`src/hdl/tbsm_pkg.sv`:
```
// ---------------------------------------------------------------------------
// tbsm_pkg
// Shared types and constants for the triple buffer swap manager: event
// codes, buffer count, stage values and the input and result words.
// ---------------------------------------------------------------------------
package tbsm_pkg;

  // Number of frame buffers and the widths that follow from it.
  localparam int BUF_COUNT = 3;
  localparam int BUF_IDX_W = 2;
  localparam int CNT_W     = 2;
  localparam int STAGE_W   = 8;
  localparam int SKIP_W    = 8;
  localparam int BLANK_W   = 9;

  // Stage value of a buffer that is held by the display path at reset.
  localparam logic [STAGE_W-1:0] STAGE_HELD = 8'hFE;

  // Index of the buffer that starts out free.
  localparam logic [BUF_IDX_W-1:0] RESET_FREE_BUF = 2'd1;

  // Index of the buffer that starts out queued.
  localparam logic [BUF_IDX_W-1:0] RESET_QUEUED_BUF = 2'd0;

  // Event codes.
  typedef enum logic [1:0] {
    OP_VBLANK  = 2'd0,
    OP_DONE    = 2'd1,
    OP_REQUEST = 2'd2,
    OP_RELEASE = 2'd3
  } op_t;

  // One input word.
  typedef struct packed {
    op_t                  op;
    logic [BUF_IDX_W-1:0] done_index;
  } in_item_t;

  // One result word.
  typedef struct packed {
    logic                 granted;
    logic [BUF_IDX_W-1:0] grant_index;
    logic                 flipped;
    logic [BUF_IDX_W-1:0] shown_index;
    logic [CNT_W-1:0]     free_buffers;
    logic                 frames_blocked;
    logic                 drained;
    logic                 no_free_error;
  } out_item_t;

  // Control from the pipeline shell to the state core.
  typedef struct packed {
    logic              fire;
    logic              cfg_wr;
    logic [SKIP_W-1:0] cfg_data;
  } core_ctrl_t;

endpackage

```
`src/hdl/tbsm_core.sv`:
```
// ---------------------------------------------------------------------------
// tbsm_core
// Buffer bookkeeping: per-buffer stages, the ready queue, the displayed
// index, the free count, the block flag and the vblank skip counter. One
// event is applied per cycle when the shell fires.
// ---------------------------------------------------------------------------
module tbsm_core
  import tbsm_pkg::*;
(
  input  logic       clk,
  input  logic       rst_n,
  input  core_ctrl_t ctrl,
  input  in_item_t   item,
  output out_item_t  result
);

  logic [STAGE_W-1:0]   stage_r   [BUF_COUNT];
  logic [STAGE_W-1:0]   stage_nxt [BUF_COUNT];
  logic [BUF_IDX_W-1:0] queue_r   [BUF_COUNT];
  logic [BUF_IDX_W-1:0] queue_nxt [BUF_COUNT];
  logic [CNT_W-1:0]     ready_count_r, ready_count_nxt;
  logic [BUF_IDX_W-1:0] display_r, display_nxt;
  logic [CNT_W-1:0]     free_total_r, free_total_nxt;
  logic                 block_r, block_nxt;
  logic [BLANK_W-1:0]   blank_r, blank_nxt;
  logic [SKIP_W-1:0]    frame_skip_r;

  logic [BLANK_W-1:0]   blank_inc;
  logic [BUF_IDX_W-1:0] head;
  logic                 found;
  logic [BUF_IDX_W-1:0] found_idx;

  // Lowest free buffer, searched over the stages.
  always_comb begin
    found     = 1'b0;
    found_idx = '0;
    for (int k = BUF_COUNT - 1; k >= 0; k--) begin
      if (stage_r[k] == '0) begin
        found     = 1'b1;
        found_idx = BUF_IDX_W'(k);
      end
    end
  end

  // Next state and result for the event at the input register.
  always_comb begin
    stage_nxt       = stage_r;
    queue_nxt       = queue_r;
    ready_count_nxt = ready_count_r;
    display_nxt     = display_r;
    free_total_nxt  = free_total_r;
    block_nxt       = block_r;
    blank_nxt       = blank_r;
    blank_inc       = blank_r + 1'b1;
    head            = queue_r[0];
    result          = '0;

    case (item.op)
      OP_VBLANK: begin
        if (blank_inc <= {1'b0, frame_skip_r}) begin
          blank_nxt = blank_inc;
        end else begin
          blank_nxt = '0;
          if (ready_count_r != '0) begin
            // Pop the head and shift the rest down.
            for (int k = 1; k < BUF_COUNT; k++) begin
              if (CNT_W'(k) < ready_count_r) begin
                queue_nxt[k-1] = queue_r[k];
              end
            end
            ready_count_nxt = ready_count_r - 1'b1;
            if (head < BUF_IDX_W'(BUF_COUNT)) begin
              // The old display buffer is freed after the new one advances.
              for (int k = 0; k < BUF_COUNT; k++) begin
                if (BUF_IDX_W'(k) == head) begin
                  stage_nxt[k] = stage_r[k] + 1'b1;
                end
              end
              for (int k = 0; k < BUF_COUNT; k++) begin
                if (BUF_IDX_W'(k) == display_r) begin
                  stage_nxt[k] = '0;
                end
              end
              if (free_total_r < CNT_W'(BUF_COUNT)) begin
                free_total_nxt = free_total_r + 1'b1;
              end
              display_nxt    = head;
              result.flipped = 1'b1;
            end
          end
        end
      end
      OP_DONE: begin
        if (item.done_index < BUF_IDX_W'(BUF_COUNT)) begin
          for (int k = 0; k < BUF_COUNT; k++) begin
            if (BUF_IDX_W'(k) == item.done_index) begin
              stage_nxt[k] = stage_r[k] + 1'b1;
            end
          end
          // Queue the buffer unless the queue is full.
          if (ready_count_r < CNT_W'(BUF_COUNT)) begin
            for (int k = 0; k < BUF_COUNT; k++) begin
              if (CNT_W'(k) == ready_count_r) begin
                queue_nxt[k] = item.done_index;
              end
            end
            ready_count_nxt = ready_count_r + 1'b1;
          end
          block_nxt = 1'b0;
        end
      end
      OP_REQUEST: begin
        if (free_total_r != '0 && !block_r) begin
          if (found) begin
            result.granted     = 1'b1;
            result.grant_index = found_idx;
            free_total_nxt     = free_total_r - 1'b1;
            block_nxt          = 1'b1;
          end else begin
            result.no_free_error = 1'b1;
          end
        end
      end
      OP_RELEASE: begin
        free_total_nxt = CNT_W'(1);
        block_nxt      = 1'b0;
      end
      default: begin
        block_nxt = block_r;
      end
    endcase

    result.shown_index    = display_nxt;
    result.free_buffers   = free_total_nxt;
    result.frames_blocked = block_nxt;
    result.drained        = (free_total_nxt == CNT_W'(BUF_COUNT - 1));
  end

  // State registers.
  always_ff @(posedge clk) begin
    if (!rst_n) begin
      for (int k = 0; k < BUF_COUNT; k++) begin
        stage_r[k] <= (k == int'(RESET_FREE_BUF)) ? '0 : STAGE_HELD;
        queue_r[k] <= (k == 0) ? RESET_QUEUED_BUF : '0;
      end
      ready_count_r             <= CNT_W'(1);
      display_r                 <= BUF_IDX_W'(BUF_COUNT - 1);
      free_total_r              <= CNT_W'(1);
      block_r                   <= 1'b0;
      blank_r                   <= '0;
    end else if (ctrl.fire) begin
      stage_r       <= stage_nxt;
      queue_r       <= queue_nxt;
      ready_count_r <= ready_count_nxt;
      display_r     <= display_nxt;
      free_total_r  <= free_total_nxt;
      block_r       <= block_nxt;
      blank_r       <= blank_nxt;
    end
  end

  // Frame skip register, written from the configuration port.
  always_ff @(posedge clk) begin
    if (!rst_n) begin
      frame_skip_r <= '0;
    end else if (ctrl.cfg_wr) begin
      frame_skip_r <= ctrl.cfg_data;
    end
  end

  // A grant always leaves frames blocked.
  a_grant_blocks: assert property (@(posedge clk) disable iff (!rst_n)
    ctrl.fire && result.granted |=> block_r)
    else $error("grant did not set the block flag");

  // A flip always consumes one queued buffer.
  a_flip_pops: assert property (@(posedge clk) disable iff (!rst_n)
    ctrl.fire && result.flipped |=> ready_count_r == $past(ready_count_r) - 1'b1)
    else $error("flip did not pop the ready queue");

  // A request never grants and reports an error together.
  a_grant_xor_err: assert property (@(posedge clk) disable iff (!rst_n)
    ctrl.fire |-> !(result.granted && result.no_free_error))
    else $error("grant and no-free error at once");

  // Bookkeeping stays within the buffer count.
  a_counts_bounded: assert property (@(posedge clk) disable iff (!rst_n)
    ready_count_r <= CNT_W'(BUF_COUNT) && free_total_r <= CNT_W'(BUF_COUNT)
    && display_r < BUF_IDX_W'(BUF_COUNT))
    else $error("buffer bookkeeping out of range");

endmodule

```
`src/hdl/triple_buffer_swap_manager_unit.sv`:
```
// An event is held in the input register; its result word is then registered.
// One event per cycle when out_stall is low; the state core updates in one pass.
// The input register refills in the cycle its event moves to the result register.
// Reset (synchronous, active low) empties both registers and loads the buffer
// state: buffer 1 free, buffer 0 queued, the last buffer shown, frame skip zero.
// ---------------------------------------------------------------------------
// triple_buffer_swap_manager_unit
// Top level: input register, state core and result register around a
// valid/stall handshake on each side, plus the frame skip write port.
// ---------------------------------------------------------------------------
module triple_buffer_swap_manager_unit
  import tbsm_pkg::*;
(
  input  logic              clk,
  input  logic              rst_n,
  input  logic              in_valid,
  output logic              in_stall,
  input  in_item_t          in_item,
  output logic              out_valid,
  input  logic              out_stall,
  output out_item_t         out_item,
  input  logic              cfg_valid,
  output logic              cfg_ready,
  input  logic [SKIP_W-1:0] cfg_data
);

  logic       in_valid_r;
  in_item_t   in_item_r;
  logic       out_valid_r;
  out_item_t  out_item_r;
  out_item_t  result;
  core_ctrl_t ctrl;
  logic       fire;

  // The held event moves on when the result register is empty or draining.
  assign fire      = in_valid_r && (!out_valid_r || !out_stall);
  assign in_stall  = in_valid_r && !fire;
  assign cfg_ready = 1'b1;

  assign ctrl.fire     = fire;
  assign ctrl.cfg_wr   = cfg_valid && cfg_ready;
  assign ctrl.cfg_data = cfg_data;

  // Input register.
  always_ff @(posedge clk) begin
    if (!rst_n) begin
      in_valid_r <= 1'b0;
    end else if (!in_stall) begin
      in_valid_r <= in_valid;
    end
  end

  always_ff @(posedge clk) begin
    if (in_valid && !in_stall) begin
      in_item_r <= in_item;
    end
  end

  tbsm_core u_core (
    .clk    (clk),
    .rst_n  (rst_n),
    .ctrl   (ctrl),
    .item   (in_item_r),
    .result (result)
  );

  // Result register.
  always_ff @(posedge clk) begin
    if (!rst_n) begin
      out_valid_r <= 1'b0;
    end else if (fire) begin
      out_valid_r <= 1'b1;
    end else if (!out_stall) begin
      out_valid_r <= 1'b0;
    end
  end

  always_ff @(posedge clk) begin
    if (fire) begin
      out_item_r <= result;
    end
  end

  assign out_valid = out_valid_r;
  assign out_item  = out_item_r;

endmodule

```
`config.mk`:
```
export PLATFORM = sky130hd
export DESIGN_NAME = triple_buffer_swap_manager_unit
export DESIGN_NICKNAME = d
export VERILOG_FILES = /design/src/hdl/tbsm_pkg.sv /design/src/hdl/tbsm_core.sv /design/src/hdl/triple_buffer_swap_manager_unit.sv
export SDC_FILE = /design/constraint.sdc
export NUM_CORES = 1
export LEC_CHECK = 0
export ABC_AREA = 0
export ABC_CLOCK_PERIOD_IN_PS = 3750
export BUFFER_PORTS_ARGS = -buffer_cell sky130_fd_sc_hd__buf_4
export CORE_ASPECT_RATIO = 2
export CORE_MARGIN = 4
export CORE_UTILIZATION = 46
export DETAILED_ROUTE_END_ITERATION = 7
export GPL_TIMING_DRIVEN = 0
export PLACE_DENSITY = 0.63
export SYNTH_ARGS = -nofsm -noshare
export SYNTH_HDL_FRONTEND = slang
export SYNTH_SLANG_ARGS = --single-unit
```
`constraint.sdc`:
```
create_clock -name clk -period 3.75 [get_ports clk]
set_input_delay 0.5625 -clock clk [delete_from_list [all_inputs] [get_ports clk]]
set_output_delay 0.5625 -clock clk [all_outputs]
set_load 0.1 [all_outputs]
```
== Yosys cells after proc, flatten, opt, wreduce, memory -nomap -nowiden ==
Cells that the tools add are included.

* $add $sub $neg: 8
* Magnitude comparators: 7
* Equal/unequal tests: 28
* Multiplexer cells: 56
* Bitwise operators: 5
* Reduce and logical (&&, ||, !) cells: 33

{| class="wikitable"
|+ Operators by type and width
! kind !! count
|-
| $mux W24 || 4
|-
| $mux W8 || 9
|-
| $pmux W24 S2 || 1
|-
| $mux W2 || 22
|-
| $reduce_and A8 Y1 || 5
|-
| $add A8 B1 Y8 const B || 3
|-
| $logic_not A8 Y1 || 3
|-
| $ne A2 B1 Y1 const B || 12
|-
| $mux W6 || 2
|-
| $logic_not A2 Y1 || 5
|-
| $mux W1 || 10
|-
| $add A9 B1 Y9 const B || 1
|-
| $le A9 B8 Y1 || 1
|-
| $mux W9 || 1
|-
| $ne A3 B1 Y1 const B || 3
|-
| $eq A1 B2 Y1 const A || 4
|-
| $eq A2 B2 Y1 const A || 4
|-
| $lt A2 B2 Y1 const B || 4
|-
| $mux W4 || 2
|-
| $pmux W4 S2 || 1
|-
| $eq A2 B2 Y1 const B || 3
|-
| $pmux W2 S3 || 1
|-
| $reduce_and A6 Y1 || 1
|-
| $reduce_bool A2 Y1 || 3
|-
| 18 further kinds || 32
|}

* Bits in registers: 71
* Input bits: 17
* Output and inout bits: 14
* Logic and storage cells: 162

== Longest topological paths before layout ==
* Depth after elaboration: 8
* Mapped depth: 12
* Mapped depth without buffers: 11

== Modules after synthesis ==
Synthesis repeated with hierarchy kept, for this count alone.

* Cells, all modules: 443
* Area total of the unflattened synthesis: 4036.4 sq um

{| class="wikitable"
|+ Modules (own cells, without submodules)
! module !! times used !! cells an instance !! area an instance (sq um) !! seq. area each (sq um)
|-
| tbsm_core || 1 || 418 || 3490.8 || 1081.0
|-
| triple_buffer_swap_manager_unit || 1 || 25 || 545.5 || 490.5
|}

== Worst setup path before layout ==
No wires, ideal clock.

* Path type: reg-to-reg
* Start: register u_core.blank_r[0]
* End: register u_core.stage_r[8] in the netlist's numbering
* Setup time: 116 ps
* Arrival: 2671 ps
* Required time: 3634 ps
* Setup slack: 963 ps
* Stages on the path, launching flop included: 13
* Path buffers: 1
* Clock period less this slack: 2787 ps
* Cell sequence: dfxtp_1 ha_1 nand3_1 xnor2_1 ha_1 a22oi_1 nand2_1 o211ai_2 a21oi_4 a32o_2 and2_1 buf_2 a31o_2

* Longest elaborated chain between the ends: 4

{| class="wikitable"
|+ RTL lines
! element !! line !! source
|-
| start, declared || tbsm_core.sv:25 || <nowiki>logic [BLANK_W-1:0] blank_r, blank_nxt;</nowiki>
|-
| start signal, assigned || tbsm_core.sv:158 || <nowiki>blank_r <= blank_nxt;</nowiki>
|-
| $add A9 B1 Y9 || tbsm_core.sv:54 || <nowiki>blank_inc = blank_r + 1'b1;</nowiki>
|-
| $le A9 B8 Y1 || tbsm_core.sv:60 || <nowiki>if (blank_inc <= {1'b0, frame_skip_r}) begin</nowiki>
|-
| $ne A2 B2 Y1 (no source line) || - ||
|-
| $reduce_and A8 Y1 (no source line) || - ||
|-
| end signal, assigned by index || tbsm_core.sv:143 || <nowiki>stage_r[k] <= (k == int'(RESET_FREE_BUF)) ? '0 : STAGE_HELD;</nowiki>
|-
| end signal, assigned || tbsm_core.sv:152 || <nowiki>stage_r <= stage_nxt;</nowiki>
|-
| end, declared || tbsm_core.sv:17 || <nowiki>logic [STAGE_W-1:0] stage_r [BUF_COUNT];</nowiki>
|}

Every way passes these cells.
A chain may end at the register's enable or synchronous reset.

== Final worst setup path ==
* Start: register u_core.blank_r[0]
* End: register u_core.queue_r, in the netlist u_core.head[0]

* Longest elaborated chain between the ends: 4

{| class="wikitable"
|+ RTL lines
! element !! line !! source
|-
| $add A9 B1 Y9 || tbsm_core.sv:54 ||
|-
| $le A9 B8 Y1 || tbsm_core.sv:60 ||
|-
| $ne A2 B2 Y1 (no source line) || - ||
|-
| $reduce_and A8 Y1 (no source line) || - ||
|-
| end signal, assigned by index || tbsm_core.sv:144 || <nowiki>queue_r[k] <= (k == 0) ? RESET_QUEUED_BUF : '0;</nowiki>
|-
| end signal, assigned || tbsm_core.sv:153 || <nowiki>queue_r <= queue_nxt;</nowiki>
|-
| end, declared || tbsm_core.sv:19 || <nowiki>logic [BUF_IDX_W-1:0] queue_r [BUF_COUNT];</nowiki>
|}

Every way passes these cells.

==> summary.txt <==
Status
  • Status: finished clean

Finish
  • N_diodes: 0
  • Design area: 4581 um2
  • Synth-to-Final Area Change: 17.15%
  • Share of cells above drive strength 1: 13.87%
  • Nets: 508
  • Cell Count, Final, Fillers Out: 574

Global routing
  • Global-route wire length before repair: 15.71 mm
  • Number of global-route vias before repair: 3,375
  • All-Layer GR Usage: 19.71%
  • Largest net degree at the start of global routing: 17
  • Initial antenna violation count: 0
  • Grt ovf: 0

Setup path
  • Critical Path RT: 3.97 ns
  • Number of buffers and inverters on the critical path: 0
  • Setup Crit Path Kind: flip-flop to flip-flop
  • Critical path capture point type: flip-flop
  • Critical-path maximum fanout: 7
  • Delay-heaviest family, CP: compound AO/OA/AOI/OAI gates
  • R2r startpoint: u_core.blank_r[0]$_SDFFE_PN0P_
  • Cell chain of the critical path: ha_1 > nand3_1 > xnor2_1 > ha_1 > a22oi_1 > nand2_1 > o211ai_2 > a21oi_4 > a22oi_1 > o21ai_0 > o311a_1
  • Crit path DAT: 3.60 ns
  • Worst Setup EP: u_core.head[0]$_SDFFE_PN0P_
  • Startpoint Class: flip-flop
  • Crit path largest cell delay: 0.56 ns
  • RR Endpoint: u_core.head[0]$_SDFFE_PN0P_
  • Slowest CP cell: a22oi_1
  • R2R setup slack: 0.37 ns
  • Worst r2r path cells: 11
  • WP depth: 11
  • Crit. Startpoint: u_core.blank_r[0]$_SDFFE_PN0P_

Routing
  • DRC Markers: 0
  • Drt pass-1 iters: 5
  • DR vias: 3,319
  • Number of nets with antenna violations after routing: 0
  • WL final: 9.527 mm
  • Via/cell ratio: 5.782
  • Wire length per cell: 16.60 um
  • 1st-iter DRT viols: 180

Die
  • Overall die area: 10,130 um2
  • Die W: 73.19 um
  • Initial Util: 47.16%
  • Core area: 8292 um2
  • Die Height: 138.4 um
  • # rows: 47
  • Boundary pin count: 31

Logic synthesis
  • Cell variety after synth: 60
  • Most instantiated library cell after synthesis: dfxtp_1
  • Top cells by count, synth: dfxtp_1, nand2_1, o21ai_0
  • Area contributors post-synth: dfxtp_1, edfxtp_1, ha_1
  • Synth warn: 0
  • Avg Cell Area, Syn: 9.051 um2
  • Asr flop ratio synth: 0%
  • Syn nets: 469
  • EDFF count, synth: 15
  • Mapped Area: 3910 um2
  • Post-synth top area share: 28.67%
  • Post-synth top area cell: dfxtp_1
  • Synthesis-stage register bit count: 71
  • Sequential share of the synthesized area: 40.19%
  • Post-Syn Instances: 432
  • Top_reg_cell synth: dfxtp_1

Clock tree
  • CTS Buffer Depth: 2
  • H-tree depth: 3
  • # clock sinks: 71
  • Clk pin slew, worst setup/hold paths: 0.06 ns
  • Inserted Clock Buffers: 9
  • CTS tree: built
  • Post-CTS sizing: 0
  • Post-CTS setup buffer count: 0
  • Worst-skew pair later-pin latency: 0.33 ns
  • Hold buffers post-CTS: 0
  • Clock root buffer: clkbuf_16

Placed design
  • Post-DP HPWL: 7.211 mm
  • Placed inst area: 4243 um2
  • Dpl cells: 558
  • Placer Congestion: 0.8411
  • PortBufs: 28

Power
  • Logic pwr share: 11.7%
  • VDD IR max: 0.2346 mV
  • P_sw: 0.4874 mW
  • Share of power burned in registers: 40.6%
  • Pleak: 1.930 nW
  • Sw frac: 24.13%
  • PnR Total Power: 2.020 mW
  • Clock Power Share: 47.7%
  • P_int: 1.533 mW
  • Power per Cell Area: 441.0 nW/um2

Timing
  • Slew @ Worst Pin: 0.9194 ns
  • Slew HR: 38.24%
  • Period utilisation layout: 90.17%
  • Final setup fails: 0
  • Final Skew: 0.005833 ns
  • Pins Over Slew Limit: 0
  • TNS Setup: 0 ns
  • Final hold slack: 0.4091 ns
  • Unrepaired setup endpoints after global routing: no
  • F_max: 295.7 MHz
  • Endpoints failing hold: 0
  • Crit path time final: 3.381 ns

Min path
  • Hold Path Depth: 1
  • Hold crit path type: primary input to flip-flop

Flow run
  • Max Cap Violations: 0
stage by stage:
| step | utilization, % | setup slack (ns) |
|---|---|---|
| 2_1_floorplan | - | 0.9626 |
| 3_3_place_gp | 51.17 | 0.3675 |
| 3_5_place_dp | 51.17 | 0.3679 |
| 4_1_cts | 55.24 | 0.3370 |
| 5_1_grt | 55.24 | 0.07790 |
| 6_report | 55.24 | 0.3686 |
metal layers:
metal  up-vias  routed length (um)  track usage (%)  share of wire [%]
li1       1634                   -                -                  -
met1      1598                3455            18.59                 36
met2        67                5433            38.36                 57
met3        20                 331            3.052                3.5
met4         0                 307            9.630                3.2
met5         -                   0                0                  0
logic make-up after synthesis:
family / count (synthesis) / share of synthesized area (%)
other: 1 / 0.09591
AO/OA/AOI/OAI: 100 / 18.34
AND/OR/NAND/NOR: 167 / 22.43
flip-flops: 71 / 40.19
XOR/XNOR: 10 / 2.432
buffers and inverters: 41 / 4.480
multiplexers: 21 / 5.376
adder cells (fa/ha/maj): 21 / 6.656
placed cells by master, fill, tap and decap left out, types with 15 or more instances in the layout:
cell type	count
dfxtp_1	56
nand2_1	45
o21ai_0	32
nor2_1	31
buf_4	29
inv_1	28
nor2b_1	22
mux2i_1	21
ha_1	20
nand3_1	16
edfxtp_1	15
power groups by stage:
| stage | clock [mW] | combinational, mW | sequential (mW) |
|---|---|---|---|
| floorplan | 0 | 0.128 | 0.880 |
| global placement | 0 | 0.232 | 0.836 |
| detailed placement | 0 | 0.236 | 0.837 |
| CTS | 0.982 | 0.237 | 0.820 |
| global route | 1.02 | 0.257 | 0.822 |
| finish | 0.964 | 0.236 | 0.821 |
how the worst min path moves through the flow:
stage               slack, ns                             end                           start
floorplan                0.43  u_core.queue_r[2]$_SDFFE_PN0P_  u_core.queue_r[2]$_SDFFE_PN0P_
global placement         0.45  u_core.queue_r[3]$_SDFFE_PN0P_  u_core.queue_r[3]$_SDFFE_PN0P_
detailed placement       0.45  u_core.queue_r[3]$_SDFFE_PN0P_  u_core.queue_r[3]$_SDFFE_PN0P_
CTS                      0.40          in_item_r[1]$_DFFE_PP_                      in_item[1]
global route             0.40          in_item_r[1]$_DFFE_PP_                      in_item[1]
finish                   0.41          in_item_r[1]$_DFFE_PP_                      in_item[1]
flip-flops by register name, indices dropped and copies added (netlist names):
| signal | cells |
|---|---|
| u_core.stage_r | 24 |
| out_item | 11 |
| u_core.blank_r | 9 |
| u_core.frame_skip_r | 8 |
| in_item_r | 4 |
| u_core.queue_r | 4 |
| u_core.display_r | 2 |
| u_core.free_total_r | 2 |
| u_core.head | 2 |
| u_core.ready_count_r | 2 |
| in_valid_r | 1 |
| out_valid | 1 |
| u_core.block_r | 1 |
area by class of cell:
cell class | count | area [um2]
Inverter | 28 | 105.1
Clock inverter | 6 | 108.9
Clock buffer | 10 | 229.0
Fill cell | 756 | 3711
Tap cell | 98 | 122.6
Buffer | 13 | 70.07
Sequential cell | 71 | 1572
Timing Repair Buffer | 28 | 210.2
Multi-Input combinational cell | 320 | 2163
Note: power is estimated with default switching activity, not from simulation.
